File: src/sv/htla_pkg.sv
`default_nettype none
// ----------------------------------------------------------------------------
// htla_pkg
// shared types and constants of the host table with lru aging
// ----------------------------------------------------------------------------
package htla_pkg;

	localparam int unsigned KEY_W     = 64;
	localparam int unsigned TYPE_W    = 16;
	localparam int unsigned ADDR_W    = 16;
	localparam int unsigned TIME_W    = 48;
	localparam int unsigned TIMEOUT_W = 32;
	localparam int unsigned SLOT_W    = 4;
	localparam int unsigned OUTCOME_W = 2;
	localparam int unsigned ONLINE_W  = 5;

	localparam logic [TIMEOUT_W-1:0] TIMEOUT_RESET = 32'd30000;

	localparam logic CMD_SEEN    = 1'b0;
	localparam logic CMD_REFRESH = 1'b1;

	typedef enum logic [OUTCOME_W-1:0] {
		OUT_HIT      = 2'd0,
		OUT_NEW      = 2'd1,
		OUT_RECYCLED = 2'd2,
		OUT_REFRESH  = 2'd3
	} outcome_t;

	typedef enum logic [1:0] {
		ST_IDLE,
		ST_SCAN,
		ST_DELIVER
	} state_t;

	typedef struct packed {
		logic              link_up;
		logic [TIME_W-1:0] last_seen;
		logic [ADDR_W-1:0] address;
		logic [TYPE_W-1:0] dev_type;
		logic [KEY_W-1:0]  key;
	} entry_t;

endpackage
`default_nettype wire

File: src/sv/htla_ram.sv
`default_nettype none
// ----------------------------------------------------------------------------
// htla_ram
// generic single-clock ram, one write port, one registered read port
// ----------------------------------------------------------------------------
module htla_ram #(
	parameter int unsigned WIDTH = 8,
	parameter int unsigned DEPTH = 16
) (
	input  wire                       clk,
	input  wire                       wr_en,
	input  wire [$clog2(DEPTH)-1:0]   wr_addr,
	input  wire [WIDTH-1:0]           wr_data,
	input  wire [$clog2(DEPTH)-1:0]   rd_addr,
	output logic [WIDTH-1:0]          rd_data
);

	logic [WIDTH-1:0] mem_q [DEPTH];

	always_ff @(posedge clk) begin
		if (wr_en) begin
			mem_q[wr_addr] <= wr_data;
		end
		rd_data <= mem_q[rd_addr];
	end

endmodule
`default_nettype wire

File: src/sv/host_table_lru_aging_unit.sv
`default_nettype none
// ----------------------------------------------------------------------------
// host_table_lru_aging_unit
// table of known hosts with lookup, lru recycling and link aging
// ----------------------------------------------------------------------------
// Input beats arrive on s_*: s_tuser is the command (0 host seen, 1 refresh),
// s_tdata carries key, host type, short address, now time and frame time.
// A seen beat looks the key up among the filled entries; a miss takes the
// next free slot or, with the table full, recycles the entry with the
// oldest last-seen time. A refresh beat marks stale hosts down and counts
// the hosts online. Every input beat yields one result beat on m_*.
// The entries live in one ram with a registered read; the sequencer streams
// one entry read per cycle over the filled entries, stopping early on a hit,
// and the next beat is taken once the result has moved into the output
// register. A new input beat is accepted while that result waits, and the
// sequencer holds its next result until the receiver takes the previous one.
// Reset empties the table and restores the stale timeout to 30000 ms; no
// clearing pass is needed. cfg writes are always accepted.
// ----------------------------------------------------------------------------
module host_table_lru_aging_unit #(
	parameter int unsigned MAX_HOSTS = 16
) (
	input  wire          clk,
	input  wire          arst_n,
	// configuration: stale_timeout_ms
	input  wire          cfg_valid,
	output logic         cfg_ready,
	input  wire  [31:0]  cfg_data,
	// input beat
	input  wire          s_tvalid,
	output logic         s_tready,
	// device_key[63:0], dev_type[79:64], link_address[95:80],
	// now_time_ms[143:96], frame_time_ms[191:144]
	input  wire  [191:0] s_tdata,
	// command[0]
	input  wire  [0:0]   s_tuser,
	// result beat
	output logic         m_tvalid,
	input  wire          m_tready,
	// slot[3:0], online_count[8:4], zero fill[15:9]
	output logic [15:0]  m_tdata,
	// outcome[1:0]
	output logic [1:0]   m_tuser
);

	localparam int unsigned AW = (MAX_HOSTS > 1) ? $clog2(MAX_HOSTS) : 1;
	localparam int unsigned CW = $clog2(MAX_HOSTS + 1);
	localparam int unsigned EW = $bits(htla_pkg::entry_t);

	htla_pkg::state_t state_q, state_d;

	logic [htla_pkg::TIMEOUT_W-1:0] timeout_q;

	logic                        cmd_q;
	logic [htla_pkg::KEY_W-1:0]  key_q;
	logic [htla_pkg::TYPE_W-1:0] type_q;
	logic [htla_pkg::ADDR_W-1:0] addr_q;
	logic [htla_pkg::TIME_W-1:0] now_q;
	logic [htla_pkg::TIME_W-1:0] frame_q;

	logic [CW-1:0] filled_q;
	logic [CW-1:0] idx_q;
	logic [CW-1:0] online_q;
	logic          valid_s1;
	logic [AW-1:0] idx_s1;
	logic [htla_pkg::TIME_W-1:0] min_ts_q;
	logic [AW-1:0] min_idx_q;

	logic [htla_pkg::SLOT_W-1:0]   res_slot_q;
	htla_pkg::outcome_t            res_outcome_q;
	logic [htla_pkg::ONLINE_W-1:0] res_online_q;

	logic                        out_valid_q;
	logic [htla_pkg::SLOT_W-1:0]   out_slot_q;
	htla_pkg::outcome_t            out_outcome_q;
	logic [htla_pkg::ONLINE_W-1:0] out_online_q;

	htla_pkg::entry_t rd_entry;
	logic [EW-1:0]    rd_data;
	logic             wr_en;
	logic [AW-1:0]    wr_addr;
	htla_pkg::entry_t wr_entry;

	logic issue;
	logic match;
	logic stale;
	logic finish;
	logic out_free;
	logic [htla_pkg::TIME_W-1:0] seen_ts;
	logic [htla_pkg::TIME_W-1:0] age;
	logic [CW-1:0]               online_d;
	logic [AW-1:0]               slot_d;
	htla_pkg::outcome_t          outcome_d;

	htla_ram #(
		.WIDTH (EW),
		.DEPTH (MAX_HOSTS)
	) u_ram (
		.clk     (clk),
		.wr_en   (wr_en),
		.wr_addr (wr_addr),
		.wr_data (wr_entry),
		.rd_addr (idx_q[AW-1:0]),
		.rd_data (rd_data)
	);

	assign rd_entry  = htla_pkg::entry_t'(rd_data);
	assign cfg_ready = 1'b1;
	assign s_tready  = (state_q == htla_pkg::ST_IDLE);
	assign out_free  = !out_valid_q || m_tready;

	assign m_tvalid = out_valid_q;
	assign m_tuser  = out_outcome_q;
	assign m_tdata  = {7'd0, out_online_q, out_slot_q};

	// next state
	always_comb begin
		state_d = state_q;
		case (state_q)
			htla_pkg::ST_IDLE: begin
				if (s_tvalid) begin
					state_d = htla_pkg::ST_SCAN;
				end
			end
			htla_pkg::ST_SCAN: begin
				if (finish) begin
					state_d = htla_pkg::ST_DELIVER;
				end
			end
			htla_pkg::ST_DELIVER: begin
				if (out_free) begin
					state_d = htla_pkg::ST_IDLE;
				end
			end
			default: begin
				state_d = htla_pkg::ST_IDLE;
			end
		endcase
	end

	// scan datapath and write-back
	always_comb begin
		seen_ts   = (now_q != '0) ? now_q : frame_q;
		age       = now_q - rd_entry.last_seen;
		stale     = (rd_entry.last_seen != '0) && (now_q > rd_entry.last_seen)
			&& (age > {16'd0, timeout_q});
		match     = valid_s1 && (cmd_q == htla_pkg::CMD_SEEN) && (rd_entry.key == key_q);
		issue     = (state_q == htla_pkg::ST_SCAN) && (idx_q < filled_q) && !match;
		finish    = (state_q == htla_pkg::ST_SCAN) && (match || (!issue && !valid_s1));
		online_d  = online_q;
		wr_en     = 1'b0;
		wr_addr   = idx_s1;
		wr_entry  = rd_entry;
		slot_d    = '0;
		outcome_d = htla_pkg::OUT_HIT;
		if (state_q == htla_pkg::ST_SCAN) begin
			if (cmd_q == htla_pkg::CMD_REFRESH) begin
				outcome_d = htla_pkg::OUT_REFRESH;
				if (valid_s1) begin
					wr_entry.link_up = rd_entry.link_up && !stale;
					wr_en            = stale && rd_entry.link_up;
					online_d         = online_q + CW'(wr_entry.link_up);
				end
			end else if (match) begin
				slot_d             = idx_s1;
				wr_en              = 1'b1;
				wr_addr            = idx_s1;
				wr_entry.link_up   = 1'b1;
				wr_entry.last_seen = seen_ts;
				wr_entry.address   = addr_q;
			end else if (finish) begin
				if (filled_q == CW'(MAX_HOSTS)) begin
					slot_d    = min_idx_q;
					outcome_d = htla_pkg::OUT_RECYCLED;
				end else begin
					slot_d    = filled_q[AW-1:0];
					outcome_d = htla_pkg::OUT_NEW;
				end
				wr_en              = 1'b1;
				wr_addr            = slot_d;
				wr_entry.link_up   = 1'b1;
				wr_entry.last_seen = seen_ts;
				wr_entry.address   = addr_q;
				wr_entry.dev_type  = type_q;
				wr_entry.key       = key_q;
			end
		end
	end

	always_ff @(posedge clk or negedge arst_n) begin
		if (!arst_n) begin
			state_q     <= htla_pkg::ST_IDLE;
			timeout_q   <= htla_pkg::TIMEOUT_RESET;
			filled_q    <= '0;
			valid_s1    <= 1'b0;
			out_valid_q <= 1'b0;
		end else begin
			state_q  <= state_d;
			valid_s1 <= issue;
			if (cfg_valid && cfg_ready) begin
				timeout_q <= cfg_data;
			end
			if (finish && (cmd_q == htla_pkg::CMD_SEEN) && !match
					&& (filled_q != CW'(MAX_HOSTS))) begin
				filled_q <= filled_q + 1'b1;
			end
			if ((state_q == htla_pkg::ST_DELIVER) && out_free) begin
				out_valid_q <= 1'b1;
			end else if (m_tready) begin
				out_valid_q <= 1'b0;
			end
		end
	end

	always_ff @(posedge clk) begin
		idx_s1 <= idx_q[AW-1:0];
		if (s_tvalid && s_tready) begin
			cmd_q    <= s_tuser[0];
			key_q    <= s_tdata[63:0];
			type_q   <= s_tdata[79:64];
			addr_q   <= s_tdata[95:80];
			now_q    <= s_tdata[143:96];
			frame_q  <= s_tdata[191:144];
			idx_q    <= '0;
			online_q <= '0;
		end else begin
			if (issue) begin
				idx_q <= idx_q + 1'b1;
			end
			online_q <= online_d;
		end
		if (valid_s1 && (cmd_q == htla_pkg::CMD_SEEN)
				&& ((idx_s1 == '0) || (rd_entry.last_seen < min_ts_q))) begin
			min_ts_q  <= rd_entry.last_seen;
			min_idx_q <= idx_s1;
		end
		if (finish) begin
			res_slot_q    <= htla_pkg::SLOT_W'(slot_d);
			res_outcome_q <= outcome_d;
			res_online_q  <= (cmd_q == htla_pkg::CMD_REFRESH)
				? htla_pkg::ONLINE_W'(online_q) : '0;
		end
		if ((state_q == htla_pkg::ST_DELIVER) && out_free) begin
			out_slot_q    <= res_slot_q;
			out_outcome_q <= res_outcome_q;
			out_online_q  <= res_online_q;
		end
	end

endmodule
`default_nettype wire

File: config.mk
export PLATFORM = sky130hd
export DESIGN_NAME = host_table_lru_aging_unit
export DESIGN_NICKNAME = d
export VERILOG_FILES = /design/src/sv/htla_pkg.sv /design/src/sv/htla_ram.sv /design/src/sv/host_table_lru_aging_unit.sv
export SDC_FILE = /design/constraint.sdc
export NUM_CORES = 2
export LEC_CHECK = 0
export BUFFER_PORTS_ARGS = -buffer_cell sky130_fd_sc_hd__clkbuf_2
export CAP_MARGIN = 20
export CORE_ASPECT_RATIO = 0.8
export CORE_MARGIN = 4
export CORE_UTILIZATION = 44
export CTS_CLUSTER_SIZE = 8
export DETAILED_ROUTE_END_ITERATION = 10
export GPL_ROUTABILITY_DRIVEN = 0
export SETUP_SLACK_MARGIN = 0.5
export SYNTH_ARGS = -nofsm -noshare
export SYNTH_HDL_FRONTEND = slang
export SYNTH_SLANG_ARGS = --single-unit
File: constraint.sdc
create_clock -name clk -period 33.2 [get_ports clk]
set_input_delay 3.32 -clock clk [delete_from_list [all_inputs] [get_ports clk]]
set_output_delay 3.32 -clock clk [all_outputs]
set_load 0.02 [all_outputs]
==> flow_summary.rst <==
.. list-table::
   :header-rows: 1

   * - Metric
     - Value
   * - Die height
     - 406 um
   * - Slew at the pin closest to its max-slew limit
     - 1.14 ns
   * - Total number of vias
     - 43.9k
   * - Post-synth EDFFs
     - 2043
   * - Number of hold-slack violations in the final timing report
     - 0
   * - Pin count of the biggest net entering global routing
     - 138
   * - Required time reported for the critical path endpoint
     - 33.74 ns
   * - Total of buffers placed on input and output ports
     - 210
   * - Share of post-route cells with drive strength above 1
     - 27.4%
   * - Worst slew slack as a fraction of its limit
     - 24.3%
   * - Post-synth top flop
     - edfxtp_1
   * - WL/cell
     - 28.3 um
   * - Final HPWL DP
     - 115000 um
   * - Initial core utilization
     - 44.4%
   * - Setup repair after global routing missed its margin
     - false
   * - CTS tree
     - yes
   * - Clock transition at the register clock pins on the worst setup and hold paths after CTS
     - 0.05 ns
   * - Number of clock sinks seen by CTS
     - 2211
   * - Status
     - finished, final reports clean
   * - Critical Path AT
     - 8.74 ns
   * - Sequential fraction of the synthesis area
     - 74.5%
   * - Core Box Area
     - 196000 um2
   * - Peak ir drop on the vdd network
     - 0.0720 mV
   * - Max_cap viols
     - 0
   * - Leakage power
     - 33.0 nW
   * - IO Count
     - 251
   * - Dominant cell type by count on the critical path
     - buf_4
   * - Global Route Usage Sum
     - 20.8%
   * - Maximum buffer depth of the clock tree
     - 4
   * - Setup violations, final
     - 0
   * - Utilization after layout
     - 51.6%
   * - Number of resized instances in the post-cts repair step
     - 0
   * - Worst hold path class
     - reg -> reg
   * - H-tree depth
     - 5
   * - Mean Syn Cell Area
     - 20.4 um2
   * - Number of different library cells in the post-synthesis netlist
     - 79
   * - Type of origin of the critical path
     - register
   * - Number of synthesized register bits
     - 2211
   * - Violation count after the first detailed-routing iteration
     - 4921
   * - Power per unit of standard cell area
     - 91.8 nW/um2
   * - Clock buffer count from CTS
     - 327
   * - Number of instances in the synthesized netlist
     - 4276
   * - Area of the mapped netlist
     - 87200 um2
   * - Post-CTS setup buffers
     - 0
   * - Cell-by-cell trace of the critical path
     - inv_1 -> ha_1 -> a21oi_1 -> a21oi_1 -> o31ai_1 -> nand2_2 -> a31oi_1 -> xnor2_1 -> ha_1 -> a21o_1 -> a21o_1 -> a21oi_1 -> o211ai_1 -> or4b_2 -> a2111oi_1 -> nand4_2 -> o21ai_4 -> buf_4 -> a211oi_4 -> buf_4 -> buf_4 -> buf_4
   * - Synth warn
     - 0
   * - Root buffer cell
     - clkbuf_16
   * - Post-Route Setup TNS
     - 0 ns
   * - Kind of critical path
     - reg -> reg
   * - Fill cell count
     - 15.5k
   * - Max Slew Vio Count
     - 0
   * - Max Clk Rate
     - 122 MHz
   * - Critical path's slowest cell
     - or4b_2
   * - Remaining DRCs
     - 0
   * - Worst stage delay on the critical path
     - 0.77 ns
   * - Via count of the first global-routing pass
     - 45.0k
   * - Floorplan die width
     - 506 um
   * - First-pass GRT wire length
     - 313000 um
   * - Total die area
     - 205000 um2
   * - Setup skew after layout
     - 0.0649 ns
   * - Overall routed net length
     - 215000 um
   * - Number of standard-cell rows in the floorplan
     - 145
   * - FFs w/ async S/R, synth
     - 1.85%
   * - Avg Vias per Cell
     - 5.77
   * - Area Growth Syn to Fin
     - 16.2%
   * - CP Buf/Inv Count
     - 5
   * - Commonest non-fill, non-tap cells in the layout
     - 2043 x edfxtp_1, 565 x mux4_2, 334 x clkbuf_16, 210 x clkbuf_2, 192 x clkbuf_1
   * - Critical Path Fanout Max
     - 46
   * - Number of hold buffers added after cts
     - 0
   * - Antenna violations before repair
     - 10
   * - Crit path capture type
     - register
   * - Global-route congestion overflow total
     - 0
   * - Post-layout nets
     - 5114
   * - Tcrit/Tclk final
     - 24.7%
   * - Number of antenna-violating nets in the routed design
     - 0
   * - Shortest clock period the worst path allows after layout
     - 8.19 ns
   * - Cell type group with the largest total delay on the critical path
     - compound AO/OA/AOI/OAI gates
   * - Commonest non-fill, non-tap cell in the layout
     - edfxtp_1
   * - Clock latency reported for the late side of the worst-skew pair
     - 0.91 ns
   * - Total iterations of the first detailed-routing run
     - 6
-- cells in the mapped netlist, drive strengths merged, types with 19 or more instances --
| cell type | n | area (um2) |
|---|---|---|
| inv | 165 | 619 |
| nand2b | 19 | 119 |
| nand2 | 136 | 515 |
| edfxtp | 2043 | 61300 |
| ha | 136 | 1700 |
| a21o | 41 | 308 |
| a211oi | 69 | 523 |
| nor4 | 38 | 238 |
| mux4 | 565 | 12700 |
| mux2 | 61 | 687 |
| nor2 | 60 | 225 |
| nand4 | 52 | 332 |
| o21ai | 94 | 482 |
| clkbuf | 139 | 522 |
| nor3 | 25 | 130 |
| dfxtp | 127 | 2540 |
| a21oi | 149 | 749 |
| xor2 | 51 | 447 |
| dfrtp | 34 | 851 |
| xnor2 | 46 | 403 |
| buf | 60 | 289 |
-- routing by layer --
metal | vias up | share of wire, % | routed length [um] | GRT usage (%)
li1 | 18561 | - | - | -
met1 | 23246 | 43 | 93000 | 30.4
met2 | 1683 | 48 | 103000 | 32.8
met3 | 370 | 6.9 | 14800 | 3.50
met4 | 0 | 2.3 | 4880 | 5.51
met5 | - | 0 | 0 | 0
-- path summary, 6_finish.rpt --
check                                          startpoint                           end  slack (ns)  cells past startpoint
setup / recovery                u_ram.rd_data[98]$_DFF_P_  u_ram.mem_q[2][98]$_DFFE_PP_       25.01                     22
hold / removal             res_outcome_q[0]$_SDFFCE_PN0P_          m_tuser[0]$_DFFE_PP_        0.44                      0
setup reg to reg                u_ram.rd_data[98]$_DFF_P_  u_ram.mem_q[2][98]$_DFFE_PP_       25.01                     22
max in group asynchronous                          arst_n      timeout_q[0]$_DFFE_PN0P_       30.13                      2
min in group asynchronous                          arst_n     timeout_q[18]$_DFFE_PN0P_        2.58                      2
hold reg to reg            res_outcome_q[0]$_SDFFCE_PN0P_          m_tuser[0]$_DFFE_PP_        0.44                      0
-- kinds of logic after synthesis --
logic type      after synthesis  share of synthesized area (%)
flops                      2211                           74.5
fa+ha+maj                   137                           1.98
buf+inv                     364                           1.64
mux                         637                           15.5
compound gates              446                           3.25
other cells                   2                        0.00862
xor+xnor                     97                          0.975
simple gates                382                           2.15
-- final cells by class --
cell class | count | area [um2] | area share [%]
well taps | 2646 | 3310 | 3.27
inverters | 165 | 619 | 0.611
clock buffers | 529 | 9120 | 9.00
flip-flops and latches | 2211 | 64900 | 64.1
repair buffers | 335 | 2140 | 2.11
diodes | 3 | 7.51 | 0.00741
multi-input cells | 1707 | 21100 | 20.8
clock inverters | 9 | 97.6 | 0.0964
-- power by group --
group | leakage, nW | switching, mW | internal (mW) | total (mW)
clock network | 4.41 | 1.13 | 1.85 | 2.98
logic | 8.54 | 1.44 | 0.970 | 2.41
registers | 20.0 | 0.179 | 3.73 | 3.91
total | 33.0 | 2.74 | 6.55 | 9.30
-- stage by stage --
stage	area, um2	hold slack (ns)	power (mW)	std cells	setup WS [ns]
after floorplan	87200	0.353	5.57	4282	20.45
after global placement	91800	0.407	6.30	7031	24.97
after detailed placement	91900	0.412	6.35	7041	25.02
after CTS	101000	0.435	9.35	7579	24.99
after global routing	101000	0.451	9.73	7602	24.71
final	101000	0.441	9.30	7605	25.01
-- registers in the layout, summed over array words and instances (netlist names) --
name           cells
cmd_q              1
filled_q           5
frame_q           48
idx_q              5
idx_s1             4
key_q             64
m_tuser            2
m_tvalid           1
min_idx_q          4
min_ts_q          48
now_q             48
online_q           5
out_online_q       5
out_slot_q         4
res_online_q       5
res_outcome_q      2
res_slot_q         4
state_q            2
timeout_q         32
u_ram.mem_q     1808
u_ram.rd_data    113
valid_s1           1
Note: power is estimated with default switching activity, not from simulation.
